**config.mk**
```make
export PLATFORM = sky130hd
export DESIGN_NAME = afm_ram
export DESIGN_NICKNAME = d
export VERILOG_FILES = /design/src/rtl/afm_ram.sv
export SDC_FILE = /design/constraint.sdc
export NUM_CORES = 2
export LEC_CHECK = 0
export BUFFER_PORTS_ARGS = -buffer_cell sky130_fd_sc_hd__buf_2
export CORE_MARGIN = 2
export CORE_UTILIZATION = 30
export CTS_CLUSTER_SIZE = 30
export DETAILED_ROUTE_END_ITERATION = 7
export SYNTH_ARGS = -nofsm -noshare
export SYNTH_HDL_FRONTEND = slang
export SYNTH_SLANG_ARGS = --single-unit
```
**constraint.sdc**
```tcl
create_clock -name clk -period 2.95 [get_ports clk]
set_input_delay 0.1475 -clock clk [delete_from_list [all_inputs] [get_ports clk]]
set_output_delay 0.1475 -clock clk [all_outputs]
set_load 0.05 [all_outputs]
```
**src/rtl/afm_ram.sv**
```systemverilog
// ----------------------------------------------------------------------------
// afm_ram
// Generic simple dual-port RAM: one write port, one read port, registered read.
// ----------------------------------------------------------------------------
module afm_ram #(
	parameter int WIDTH = 16,
	parameter int DEPTH = 256
) (
	input  logic                     clk,
	input  logic                     we,
	input  logic [$clog2(DEPTH)-1:0] waddr,
	input  logic [WIDTH-1:0]         wdata,
	input  logic [$clog2(DEPTH)-1:0] raddr,
	output logic [WIDTH-1:0]         rdata
);

	logic [WIDTH-1:0] mem_q [DEPTH];
	logic [WIDTH-1:0] rdata_q;

	always_ff @(posedge clk) begin
		if (we) begin
			mem_q[waddr] <= wdata;
		end
		rdata_q <= mem_q[raddr];
	end

	assign rdata = rdata_q;

endmodule

```
==> impl_metrics.json <==
{
  "finalMaxSlewViolations": 0,
  "syn2layout_area_growth_pct": 18.1,
  "initial_core_util_pct": 30.1,
  "cts_max_level": 5,
  "power_w": 0.123,
  "synth_cells": 7360,
  "yosys.area.top_type_share_pct": 77.5,
  "status": "finished, final reports clean",
  "crit_type": "flip-flop to flip-flop",
  "powerDensity_mw_per_mm2": 655,
  "tns_ps": 0,
  "yosys_warnings": 0,
  "async_reset_ff_share_pct": 0,
  "final.setup_skew_ps": 47.0,
  "avgSynthCellArea_um2": 21.6,
  "dieArea_mm2": 0.535,
  "hold_viol": 0,
  "p_clk_share_pct": 41.8,
  "worstSetupStartpointType": "flip-flop",
  "crit_slowest_cell": "mux4_2",
  "ys_ff_latch": 4112,
  "peakVddDrop_mv": 0.494,
  "max_freq_mhz": 345,
  "hpwl_um": 274000,
  "avgViaCountPerCell": 5.18,
  "cts_buffers": 402,
  "cts_tree": "yes",
  "synth_top_cell_by_area": "edfxtp_1",
  "portBuffers": 49,
  "synthFlopType": "edfxtp_1",
  "ant_nets": 0,
  "syn_nets": 7394,
  "die_h_um": 731,
  "first_iter_violations": 10200,
  "num_io_pins": 50,
  "core_area_mm2": 0.528,
  "vias": 81000,
  "tightest_slew_ps": 1090,
  "drc": 0,
  "switching_share_pct": 21.5,
  "grt_pass1_wl_um": 614000,
  "grt_antenna_before_repair": 33,
  "die_x_um": 731,
  "crit_fanout": 1,
  "wl_per_cell_um": 27.9,
  "holdWs_ps": 88.5,
  "drt-total-wl_um": 437000,
  "internal_power_w": 0.0964,
  "clock_sinks": 4112,
  "synth-seq-area-share_pct": 77.7,
  "grt_pass1_vias": 80900,
  "p_leak_nw": 59.5,
  "drive_above_1_share_pct": 29.1,
  "ys_types": 52,
  "finalSetupViolations": 0,
  "cp-end-kind": "flip-flop",
  "arrival_ps": 3750,
  "critical-path-top-delay-family": "multiplexers",
  "fin_nets": 8334,
  "placed_cells": 14900,
  "switchingPower_w": 0.0263,
  "cp_cell_sequence": "mux4_2 -> mux4_2 -> a22o_1 -> o32ai_2 -> buf_4 -> nor4_1 -> buf_4",
  "synth_edf_count": 4096,
  "pwr-share-comb_pct": 5.6,
  "root_buffer": "clkbuf_16",
  "drv_cap": 0,
  "min_period_over_period_pct": 98.4,
  "rsz0062_at_grt": "false",
  "worstSkewPairLatency_ps": 960,
  "cp_data_required_time_ps": 3800,
  "grt_max_degree": 109,
  "hold_path_class": "input port to flip-flop",
  "firstDrtPassIters": 6,
  "min_period_ps": 2900,
  "seq_power_share_pct": 52.6,
  "cts_buffer_depth": 4,
  "synth_area_leaders": "edfxtp_1 (77%), mux4_2 (11%), mux2i_1 (3.6%)",
  "post-route-util_pct": 35.5,
  "gr-total-overflow": 0,
  "syn_area_mm2": 0.159,
  "final-instance-count-excl-fill": 15600,
  "place_congestion": 0.861,
  "critical_path.max_stage_delay_ps": 570,
  "rows": 267,
  "clk_pin_slew_ps": 60,
  "max-slew-margin-rel_pct": 26.9,
  "cp_num_buf_inv": 2,
  "grt_usage_pct": 15.9
}
## metal layers
layer  global-route usage (%)  share of wire (%)  routed length (µm)
met5                        0              0.025                 111
met4                     5.23                3.5               15300
met3                     3.13                8.5               37300
met2                     25.9                 48              210000
met1                     21.2                 40              174000
## registers in the layout, indices dropped and copies added (netlist names)
register	count
rdata	16
mem_q	4096
## synthesized netlist by cell type (32+ instances only)
cell	number
mux4_2	797
mux2i_1	565
o21ai_0	37
a22o_1	32
o221ai_1	252
buf_6	77
nand2_1	38
nand3_1	35
edfxtp_1	4096
mux2_2	88
nor3_1	92
clkbuf_1	230
o22ai_1	148
nor2_1	304
a22oi_1	43
buf_2	76
a21oi_1	175
## what timing repair did
action,CTS,global route
hold buffers,20,0
setup buffers,0,0
endpoints found under the hold margin,2493,0
setup endpoints to repair,3,0
resized for setup,3,0
## area by class of cell
type | instances | area [µm²]
clock buffer | 482 | 10600
tap | 6994 | 8750
antenna | 11 | 27.5
inverter | 4 | 27.5
sequential | 4112 | 123000
fill | 48100 | 340000
multi-input combinational | 2792 | 33000
timing repair buffer | 988 | 9190
clock inverter | 253 | 2500
## kinds of logic (layout without fill, tap and decap cells)
group	count (synthesis)	count (layout)	share of synthesized area, %
buf+inv	456	1727	1.69
compound gates	786	786	3.54
simple gates	556	556	1.57
flops	4112	4112	77.7
mux	1450	1450	15.5
other cells	0	11	0
## cell usage in the layout (no fill, tap or decap), types with 13 or more instances in the layout
cell type	n
o31ai_1	16
o21ai_0	37
dfxtp_1	16
nor3_1	89
nand3_1	26
buf_8	17
buf_2	28
nor2_1	246
buf_12	132
clkinv_1	99
clkinvlp_4	13
clkbuf_1	65
o221ai_1	252
clkinv_2	70
buf_4	789
edfxtp_1	4096
nand2_1	38
o32ai_1	17
o22ai_1	148
nand4_1	26
dlygate4sd3_1	20
nor2_2	58
a211oi_1	18
mux4_2	797
a221oi_1	28
clkbuf_16	412
mux2_2	88
mux2i_1	565
a22oi_1	43
a21oi_1	175
nor4_1	17
a22o_1	32
bufinv_16	43
## worst register-to-register path, stage by stage (launching register included)
cell and delay, ps:
edfxtp_1 360, mux4_2 500, mux4_2 570, a22o_1 410
o32ai_2 550, buf_4 220, nor4_1 50, buf_4 130
## final timing paths
path	startpoint	end	slack [ps]	depth (start not counted)
setup reg to reg	mem_q[55][0]	rdata[0]	50	7
hold / removal	raddr[6]	rdata[1]	90	4
hold reg to reg	mem_q[194][5]	rdata[5]	1070	6
setup / recovery	mem_q[55][0]	rdata[0]	50	7
## power groups by stage
| stage | Combinational (W) | Clock, W | Sequential, W |
|---|---|---|---|
| floorplan | 0.00318 | 0 | 0.0658 |
| global route | 0.00718 | 0.0543 | 0.0645 |
| CTS | 0.00690 | 0.0520 | 0.0646 |
| detailed placement | 0.00685 | 0 | 0.0658 |
| global placement | 0.00674 | 0 | 0.0658 |
| finish | 0.00688 | 0.0513 | 0.0646 |
## metrics by stage
step / setup slack (ps) / cell area, µm²
6_report: 47.4 / 187000
5_1_grt: 45.8 / 187000
4_1_cts: 86.6 / 187000
3_5_place_dp: -759 / 174000
3_3_place_gp: -786 / 174000
2_1_floorplan: 637 / 159000
No activity file was read; power rests on OpenSTA's default activity.
